--- src/sv/rar_pkg.sv ---
package rar_pkg;

	// Operation codes carried on the action field.
	typedef enum logic [1:0] {
		ACT_ADD = 2'd0,
		ACT_SUB = 2'd1,
		ACT_MUL = 2'd2,
		ACT_DIV = 2'd3
	} action_t;

	// Back-end sequencer states.
	typedef enum logic [3:0] {
		ST_IDLE = 4'b0001,
		ST_GCD  = 4'b0010,
		ST_DIV  = 4'b0100,
		ST_DONE = 4'b1000
	} back_state_t;

	localparam int TAG_BITS = 6;

endpackage

--- src/sv/rational_arith_reduce.sv ---
// Exact arithmetic on two positive fractions, reduced to lowest terms.
//
// Input channel: a beat is taken when push is high and full is low. It
// carries action (add, subtract, multiply, divide), the two fractions and
// a tag. Result channel: while empty is low the oldest result sits on
// result_num, result_den, negative and result_tag; a beat leaves when pop
// is high. A zero denominator yields 0/0, a zero numerator yields 0/1.
//
// The front forms the cross products in its s1 and s2 registers, then the
// back sequencer runs the binary-gcd loop one step a cycle (the step count
// is data dependent) and divides both parts by the gcd one quotient bit a
// cycle. The back takes a new item only after its last result has moved
// into the output register, so the gcd/divide unit sets the throughput.
//
// A two-entry queue parts the front from the back, and the result sits in
// an output register, so new beats are taken while a result waits. When
// the receiver stalls, the result holds, the back stops after its current
// item, then the queue and front fill and full rises.
// Reset clears all valid state; no result is pending after it.
module rational_arith_reduce #(
	parameter int OPERAND_BITS = 16
) (
	input  logic                          clk,
	input  logic                          arst_n,
	input  logic                          push,
	output logic                          full,
	input  logic [1:0]                    action,
	input  logic [OPERAND_BITS-1:0]       first_num,
	input  logic [OPERAND_BITS-1:0]       first_den,
	input  logic [OPERAND_BITS-1:0]       second_num,
	input  logic [OPERAND_BITS-1:0]       second_den,
	input  logic [rar_pkg::TAG_BITS-1:0]  task_tag,
	output logic                          empty,
	input  logic                          pop,
	output logic [2*OPERAND_BITS:0]       result_num,
	output logic [2*OPERAND_BITS-1:0]     result_den,
	output logic                          negative,
	output logic [rar_pkg::TAG_BITS-1:0]  result_tag
);

	localparam int QW = 2 * OPERAND_BITS + 1 + 2 * OPERAND_BITS + 2 + rar_pkg::TAG_BITS;

	logic          wr_valid, wr_ready;
	logic [QW-1:0] wr_data;
	logic          rd_valid, rd_ready;
	logic [QW-1:0] rd_data;

	// Front: take beats, form products, combine by action.
	rar_front #(.OPERAND_BITS(OPERAND_BITS)) u_front (
		.clk        (clk),
		.arst_n     (arst_n),
		.push       (push),
		.full       (full),
		.action     (action),
		.first_num  (first_num),
		.first_den  (first_den),
		.second_num (second_num),
		.second_den (second_den),
		.task_tag   (task_tag),
		.wr_valid   (wr_valid),
		.wr_ready   (wr_ready),
		.wr_data    (wr_data)
	);

	// Hold unreduced work between front and back.
	rar_queue #(.DW(QW)) u_queue (
		.clk      (clk),
		.arst_n   (arst_n),
		.wr_valid (wr_valid),
		.wr_ready (wr_ready),
		.wr_data  (wr_data),
		.rd_valid (rd_valid),
		.rd_ready (rd_ready),
		.rd_data  (rd_data)
	);

	// Back: reduce by the gcd and present the result beat.
	rar_back #(.OPERAND_BITS(OPERAND_BITS)) u_back (
		.clk        (clk),
		.arst_n     (arst_n),
		.rd_valid   (rd_valid),
		.rd_ready   (rd_ready),
		.rd_data    (rd_data),
		.empty      (empty),
		.pop        (pop),
		.result_num (result_num),
		.result_den (result_den),
		.negative   (negative),
		.result_tag (result_tag)
	);

endmodule

--- src/sv/rar_front.sv ---
module rar_front #(
	parameter int OPERAND_BITS = 16
) (
	input  logic                                    clk,
	input  logic                                    arst_n,
	input  logic                                    push,
	output logic                                    full,
	input  logic [1:0]                              action,
	input  logic [OPERAND_BITS-1:0]                 first_num,
	input  logic [OPERAND_BITS-1:0]                 first_den,
	input  logic [OPERAND_BITS-1:0]                 second_num,
	input  logic [OPERAND_BITS-1:0]                 second_den,
	input  logic [rar_pkg::TAG_BITS-1:0]            task_tag,
	output logic                                    wr_valid,
	input  logic                                    wr_ready,
	output logic [2*OPERAND_BITS+1+2*OPERAND_BITS+2+rar_pkg::TAG_BITS-1:0] wr_data
);

	localparam int PW = 2 * OPERAND_BITS;
	localparam int NB = PW + 1;

	logic                          valid_s1;
	rar_pkg::action_t              act_s1;
	logic [OPERAND_BITS-1:0]       a_s1, b_s1, c_s1, d_s1;
	logic [rar_pkg::TAG_BITS-1:0]  tag_s1;

	logic                          valid_s2;
	rar_pkg::action_t              act_s2;
	logic [PW-1:0]                 p_s2, q_s2, den_s2;
	logic [rar_pkg::TAG_BITS-1:0]  tag_s2;

	logic                          advance;
	logic                          take_s1;
	logic [OPERAND_BITS-1:0]       m0_rhs, m2_rhs;
	logic [PW-1:0]                 m0, m1, m2;
	logic [NB-1:0]                 num;
	logic                          neg;
	logic                          den_zero;

	assign advance = !valid_s2 || wr_ready;
	assign take_s1 = !valid_s1 || advance;
	assign full    = !take_s1;

	always_ff @(posedge clk or negedge arst_n) begin
		if (!arst_n) begin
			valid_s1 <= 1'b0;
			valid_s2 <= 1'b0;
		end else begin
			if (take_s1) valid_s1 <= push;
			if (advance) valid_s2 <= valid_s1;
		end
	end

	always_ff @(posedge clk) begin
		if (take_s1 && push) begin
			act_s1 <= rar_pkg::action_t'(action);
			a_s1   <= first_num;
			b_s1   <= first_den;
			c_s1   <= second_num;
			d_s1   <= second_den;
			tag_s1 <= task_tag;
		end
	end

	// Multiply uses a*c over b*d, divide a*d over b*c.
	assign m0_rhs = (act_s1 == rar_pkg::ACT_MUL) ? c_s1 : d_s1;
	assign m2_rhs = (act_s1 == rar_pkg::ACT_DIV) ? c_s1 : d_s1;
	assign m0 = PW'(a_s1) * PW'(m0_rhs);
	assign m1 = PW'(c_s1) * PW'(b_s1);
	assign m2 = PW'(b_s1) * PW'(m2_rhs);

	always_ff @(posedge clk) begin
		if (advance && valid_s1) begin
			act_s2 <= act_s1;
			p_s2   <= m0;
			q_s2   <= m1;
			den_s2 <= m2;
			tag_s2 <= tag_s1;
		end
	end

	always_comb begin
		neg = 1'b0;
		unique case (act_s2)
			rar_pkg::ACT_ADD: num = NB'(p_s2) + NB'(q_s2);
			rar_pkg::ACT_SUB: begin
				if (p_s2 >= q_s2) begin
					num = NB'(p_s2 - q_s2);
				end else begin
					num = NB'(q_s2 - p_s2);
					neg = 1'b1;
				end
			end
			default: num = NB'(p_s2);
		endcase
	end

	assign den_zero = (den_s2 == '0);
	assign wr_valid = valid_s2;
	assign wr_data  = {tag_s2, den_zero, neg, den_s2, num};

endmodule

--- src/sv/rar_queue.sv ---
module rar_queue #(
	parameter int DW = 73
) (
	input  logic          clk,
	input  logic          arst_n,
	input  logic          wr_valid,
	output logic          wr_ready,
	input  logic [DW-1:0] wr_data,
	output logic          rd_valid,
	input  logic          rd_ready,
	output logic [DW-1:0] rd_data
);

	logic [DW-1:0] mem_q [2];
	logic          wptr_q, rptr_q;
	logic [1:0]    cnt_q;
	logic          do_wr, do_rd;

	assign wr_ready = (cnt_q != 2'd2);
	assign rd_valid = (cnt_q != 2'd0);
	assign rd_data  = mem_q[rptr_q];
	assign do_wr    = wr_valid && wr_ready;
	assign do_rd    = rd_valid && rd_ready;

	always_ff @(posedge clk or negedge arst_n) begin
		if (!arst_n) begin
			wptr_q <= 1'b0;
			rptr_q <= 1'b0;
			cnt_q  <= 2'd0;
		end else begin
			if (do_wr) wptr_q <= !wptr_q;
			if (do_rd) rptr_q <= !rptr_q;
			if (do_wr && !do_rd) cnt_q <= cnt_q + 2'd1;
			else if (do_rd && !do_wr) cnt_q <= cnt_q - 2'd1;
		end
	end

	always_ff @(posedge clk) begin
		if (do_wr) mem_q[wptr_q] <= wr_data;
	end

endmodule

--- src/sv/rar_back.sv ---
module rar_back #(
	parameter int OPERAND_BITS = 16
) (
	input  logic                           clk,
	input  logic                           arst_n,
	input  logic                           rd_valid,
	output logic                           rd_ready,
	input  logic [2*OPERAND_BITS+1+2*OPERAND_BITS+2+rar_pkg::TAG_BITS-1:0] rd_data,
	output logic                           empty,
	input  logic                           pop,
	output logic [2*OPERAND_BITS:0]        result_num,
	output logic [2*OPERAND_BITS-1:0]      result_den,
	output logic                           negative,
	output logic [rar_pkg::TAG_BITS-1:0]   result_tag
);

	localparam int PW = 2 * OPERAND_BITS;
	localparam int NB = PW + 1;
	localparam int QW = NB + PW + 2 + rar_pkg::TAG_BITS;
	localparam int KB = $clog2(NB);
	localparam int CB = $clog2(NB + 1);

	rar_pkg::back_state_t          state_q;
	logic [NB-1:0]                 x_q, y_q, g_q;
	logic [KB-1:0]                 k_q;
	logic [NB-1:0]                 nq_q, dq_q, nr_q, dr_q;
	logic [CB-1:0]                 cnt_q;
	logic                          neg_q;
	logic [rar_pkg::TAG_BITS-1:0]  tag_q;

	logic                          out_valid_q;
	logic [NB-1:0]                 onum_q;
	logic [PW-1:0]                 oden_q;
	logic                          oneg_q;
	logic [rar_pkg::TAG_BITS-1:0]  otag_q;

	logic [NB-1:0]                 in_num;
	logic [PW-1:0]                 in_den;
	logic                          in_neg, in_dz;
	logic [rar_pkg::TAG_BITS-1:0]  in_tag;
	logic                          load, out_load, out_pop;
	logic [NB-1:0]                 g_shift;
	logic [NB:0]                   n_trial, d_trial;
	logic                          n_bit, d_bit;

	assign in_num = rd_data[NB-1:0];
	assign in_den = rd_data[NB+PW-1:NB];
	assign in_neg = rd_data[NB+PW];
	assign in_dz  = rd_data[NB+PW+1];
	assign in_tag = rd_data[QW-1 -: rar_pkg::TAG_BITS];

	assign rd_ready = (state_q == rar_pkg::ST_IDLE);
	assign load     = rd_ready && rd_valid;
	assign out_pop  = pop && out_valid_q;
	assign out_load = (state_q == rar_pkg::ST_DONE) && (!out_valid_q || out_pop);

	assign g_shift = x_q << k_q;

	assign n_trial = {nr_q, nq_q[NB-1]};
	assign d_trial = {dr_q, dq_q[NB-1]};
	assign n_bit   = (n_trial >= {1'b0, g_q});
	assign d_bit   = (d_trial >= {1'b0, g_q});

	always_ff @(posedge clk or negedge arst_n) begin
		if (!arst_n) begin
			state_q     <= rar_pkg::ST_IDLE;
			out_valid_q <= 1'b0;
		end else begin
			if (out_load) out_valid_q <= 1'b1;
			else if (out_pop) out_valid_q <= 1'b0;
			unique case (state_q)
				rar_pkg::ST_IDLE: begin
					if (load) begin
						if (in_dz || in_num == '0) state_q <= rar_pkg::ST_DONE;
						else state_q <= rar_pkg::ST_GCD;
					end
				end
				rar_pkg::ST_GCD: if (x_q == y_q) state_q <= rar_pkg::ST_DIV;
				rar_pkg::ST_DIV: if (cnt_q == CB'(NB - 1)) state_q <= rar_pkg::ST_DONE;
				rar_pkg::ST_DONE: if (out_load) state_q <= rar_pkg::ST_IDLE;
				default: state_q <= rar_pkg::ST_IDLE;
			endcase
		end
	end

	always_ff @(posedge clk) begin
		unique case (state_q)
			rar_pkg::ST_IDLE: begin
				if (load) begin
					tag_q <= in_tag;
					x_q   <= in_num;
					y_q   <= NB'(in_den);
					k_q   <= '0;
					if (in_dz) begin
						nq_q  <= '0;
						dq_q  <= '0;
						neg_q <= 1'b0;
					end else if (in_num == '0) begin
						nq_q  <= '0;
						dq_q  <= NB'(1);
						neg_q <= 1'b0;
					end else begin
						nq_q  <= in_num;
						dq_q  <= NB'(in_den);
						neg_q <= in_neg;
					end
				end
			end
			rar_pkg::ST_GCD: begin
				// Binary gcd: strip shared twos into k, then shrink the odd pair.
				if (x_q == y_q) begin
					g_q   <= g_shift;
					nr_q  <= '0;
					dr_q  <= '0;
					cnt_q <= '0;
				end else if (!x_q[0] && !y_q[0]) begin
					x_q <= x_q >> 1;
					y_q <= y_q >> 1;
					k_q <= k_q + KB'(1);
				end else if (!x_q[0]) begin
					x_q <= x_q >> 1;
				end else if (!y_q[0]) begin
					y_q <= y_q >> 1;
				end else if (x_q > y_q) begin
					x_q <= (x_q - y_q) >> 1;
				end else begin
					y_q <= (y_q - x_q) >> 1;
				end
			end
			rar_pkg::ST_DIV: begin
				// Restoring division of both parts by the gcd, one bit a cycle.
				nr_q  <= n_bit ? NB'(n_trial - {1'b0, g_q}) : NB'(n_trial);
				dr_q  <= d_bit ? NB'(d_trial - {1'b0, g_q}) : NB'(d_trial);
				nq_q  <= {nq_q[NB-2:0], n_bit};
				dq_q  <= {dq_q[NB-2:0], d_bit};
				cnt_q <= cnt_q + CB'(1);
			end
			rar_pkg::ST_DONE: begin
			end
			default: begin
			end
		endcase
	end

	always_ff @(posedge clk) begin
		if (out_load) begin
			onum_q <= nq_q;
			oden_q <= dq_q[PW-1:0];
			oneg_q <= neg_q;
			otag_q <= tag_q;
		end
	end

	assign empty      = !out_valid_q;
	assign result_num = onum_q;
	assign result_den = oden_q;
	assign negative   = oneg_q;
	assign result_tag = otag_q;

endmodule
--- config.mk ---
export PLATFORM = sky130hd
export DESIGN_NAME = rational_arith_reduce
export DESIGN_NICKNAME = d
export VERILOG_FILES = /design/src/sv/rar_pkg.sv /design/src/sv/rational_arith_reduce.sv /design/src/sv/rar_front.sv /design/src/sv/rar_queue.sv /design/src/sv/rar_back.sv
export SDC_FILE = /design/constraint.sdc
export NUM_CORES = 2
export LEC_CHECK = 0
export ABC_CLOCK_PERIOD_IN_PS = 12700
export BUFFER_PORTS_ARGS = -buffer_cell sky130_fd_sc_hd__buf_2
export CORE_MARGIN = 1.5
export CORE_UTILIZATION = 50
export CTS_CLUSTER_SIZE = 12
export DETAILED_ROUTE_END_ITERATION = 10
export HOLD_SLACK_MARGIN = 0.05
export PLACE_DENSITY = 0.66
export SYNTH_ARGS = -nofsm -noshare
export SYNTH_HDL_FRONTEND = slang
export SYNTH_SLANG_ARGS = --single-unit
--- constraint.sdc ---
create_clock -name clk -period 12.7 [get_ports clk]
set_input_delay 1.27 -clock clk [delete_from_list [all_inputs] [get_ports clk]]
set_output_delay 1.27 -clock clk [all_outputs]
set_load 0.1 [all_outputs]
==> flow_summary.json <==
{
  "grt_use_total_pct": 26.6,
  "synthCells": 6407,
  "fmax_ghz": 0.129,
  "diodes": 0,
  "drt-total-wl_um": 169000,
  "ctsHoldBuffers": 0,
  "critPathMaxFanout": 32,
  "clock-root-buffer": "clkbuf_16",
  "netlist-cell-type-count": 82,
  "syn_area_mm2": 0.0631,
  "die_area_mm2": 0.128,
  "grt_pass1_vias": 46576,
  "drive_gt1_share_pct": 6.41,
  "status": "finished, final reports clean",
  "synth_top_flop_cell": "edfxtp_1",
  "cts_buffers": 77,
  "synth_top_area_cell": "edfxtp_1",
  "routed_via_density": 5.70,
  "finalSetupViolCount": 0,
  "post-cts-setup-buffers": 0,
  "hold_violations": 0,
  "io_buffers": 149,
  "gp_congestion": 0.929,
  "rsz0062_at_grt": "false",
  "grt_pass1_wl_um": 265000,
  "slew_viol_final": 0,
  "seqCellArea_mm2": 0.0196,
  "core-area_mm2": 0.125,
  "synth-seq-cells": 654,
  "cp-end-kind": "flop",
  "grt_max_degree": 94,
  "fin_worst_skew_ns": 0.0557,
  "final_nets": 7593,
  "cts_tree": "done",
  "first_pass_iters": 5,
  "min_period_ns": 7.76,
  "max_slew_margin_pct": 14.0,
  "vias": 46167,
  "clkLatencyLatePin_ns": 0.70,
  "synth.net_count": 7616,
  "cp_data_arrival_time_ns": 8.18,
  "die-height_um": 358,
  "rows": 130,
  "htree_num_levels": 3,
  "wl_per_cell_um": 20.9,
  "antenna_found_initial": 1,
  "start_util_pct": 50.3,
  "synthTopCellsByCount": "inv_1, nand2_1, edfxtp_1",
  "drc": 0,
  "syn2layout_area_growth_pct": 7.29,
  "start_kind": "flop",
  "yosysWarningCount": 0,
  "io_pins": 150,
  "die_w_um": 358,
  "clockBufferDepth": 3,
  "synth_area_leaders": "edfxtp_1, fa_1, ha_1",
  "tightest_slew_ns": 1.29,
  "hold_slack_ns": 0.401,
  "r2r_setup_slack_ns": 4.94,
  "drt_iter0_drc": 3759,
  "required_ns": 13.12,
  "gr-total-overflow": 0,
  "clk_pin_slew_ns": 0.06,
  "hold_path_class": "flop to flop",
  "synth_edf_count": 643,
  "syn_avg_cell_area_um2": 9.85,
  "async_flop_share_pct": 1.68,
  "post_cts_resized": 0,
  "ys_seq_area_share_pct": 31.0,
  "fillCellCount": 11163,
  "setup-tns-final_ns": 0,
  "drv_cap": 0,
  "crit_type": "flop to flop",
  "synth.most_common_cell": "inv_1",
  "multi_input_area_mm2": 0.0390,
  "ant_nets": 0,
  "synth_top_area_share_pct": 30.6,
  "dp_hpwl_um": 129000,
  "period_share_pct": 61.1,
  "clock-sinks": 654
}
## worst max-delay path, cell delays in order (launching register included)
cell and delay (ns):
edfxtp_1 1.20, nand2_1 0.20, fa_1 0.58, inv_1 0.05
fa_1 0.54, inv_1 0.06, fa_1 0.50, inv_1 0.06
fa_1 0.50, fa_1 0.50, inv_1 0.05, fa_1 0.47
inv_1 0.04, ha_1 0.33, a21o_1 0.20, a21o_1 0.21
a211oi_1 0.22, o21ai_0 0.15, a211oi_1 0.51, o21bai_1 0.22
a21boi_0 0.44, o21ai_0 0.17, a21oi_1 0.20, xnor2_1 0.09
## metrics by stage
step	std cells	instance area, um^2	worst slack, ns	utilization (%)
after floorplan	6407	63100	5.65	-
after global placement	7955	65300	5.26	52.0
after detailed placement	7955	65300	5.06	52.0
after CTS	8096	67700	5.00	54.0
after global routing	8096	67700	4.56	54.0
final	8096	67700	4.94	54.0
## metal layers
metal | part of all wire, % | wire [um] | global-route usage, %
met3 | 6.0 | 10100 | 3.43
met4 | 3.1 | 5250 | 8.01
met2 | 48 | 80500 | 44.2
met5 | 0 | 0 | 0
met1 | 43 | 73600 | 36.2
## cells in the final DEF, fill, tap and decap left out, types with 56 or more instances in the layout
master,n
inv_1,925
nand2_1,744
edfxtp_1,643
fa_1,589
ha_1,544
a21oi_1,348
nor2_1,328
and2_1,307
o21ai_0,194
xnor2_1,168
mux2i_1,149
buf_2,149
a21o_1,115
o31ai_1,82
clkbuf_16,77
nor2b_1,76
xor2_1,71
nand3_1,69
o21bai_1,61
nor3_1,56
## worst paths after layout
kind	cells after the start	end	startpoint
worst max-delay path	23	u_front.q_s2[30]	u_front.b_s1[1]
worst min-delay path	0	u_back.result_tag[2]	u_back.tag_q[2]
worst max register to register	23	u_front.q_s2[30]	u_front.b_s1[1]
worst min register to register	0	u_back.result_tag[2]	u_back.tag_q[2]
max in group asynchronous	1	u_back.state_q[0]	arst_n
min in group asynchronous	1	u_front.valid_s1	arst_n
## registers in the layout, summed over array words and instances (netlist names), 16 cells and up
register,flops
u_front.den_s2,32
u_back.dq_q,33
u_back.result_num,33
u_back.nr_q,33
u_front.d_s1,16
u_front.b_s1,16
u_back.dr_q,33
u_front.p_s2,32
u_front.c_s1,16
u_front.a_s1,16
u_queue.mem_q,146
u_back.nq_q,33
u_back.result_den,32
u_back.x_q,33
u_back.y_q,32
u_front.q_s2,32
u_back.g_q,33
## final cells by class
cell class                 count  area share [%]
multi-input combinational   4519            57.5
tap                         1650            3.05
clock inverter                45           0.700
timing repair buffer         203            1.70
clock buffer                  96            2.96
inverter                     929            5.15
sequential                   654            28.9
## logic make-up after synthesis
logic type	synth area share [%]
and+or+nand+nor	13.4
buffers and inverters	7.38
AOI/OAI and AO/OA	11.7
adders and majority gates	29.5
DFF	31.0
xor gates and xnor gates	3.32
muxes	3.74
Power is not shown: default switching activity piles up to over one toggle a cycle in this logic, so the estimate is an artifact.
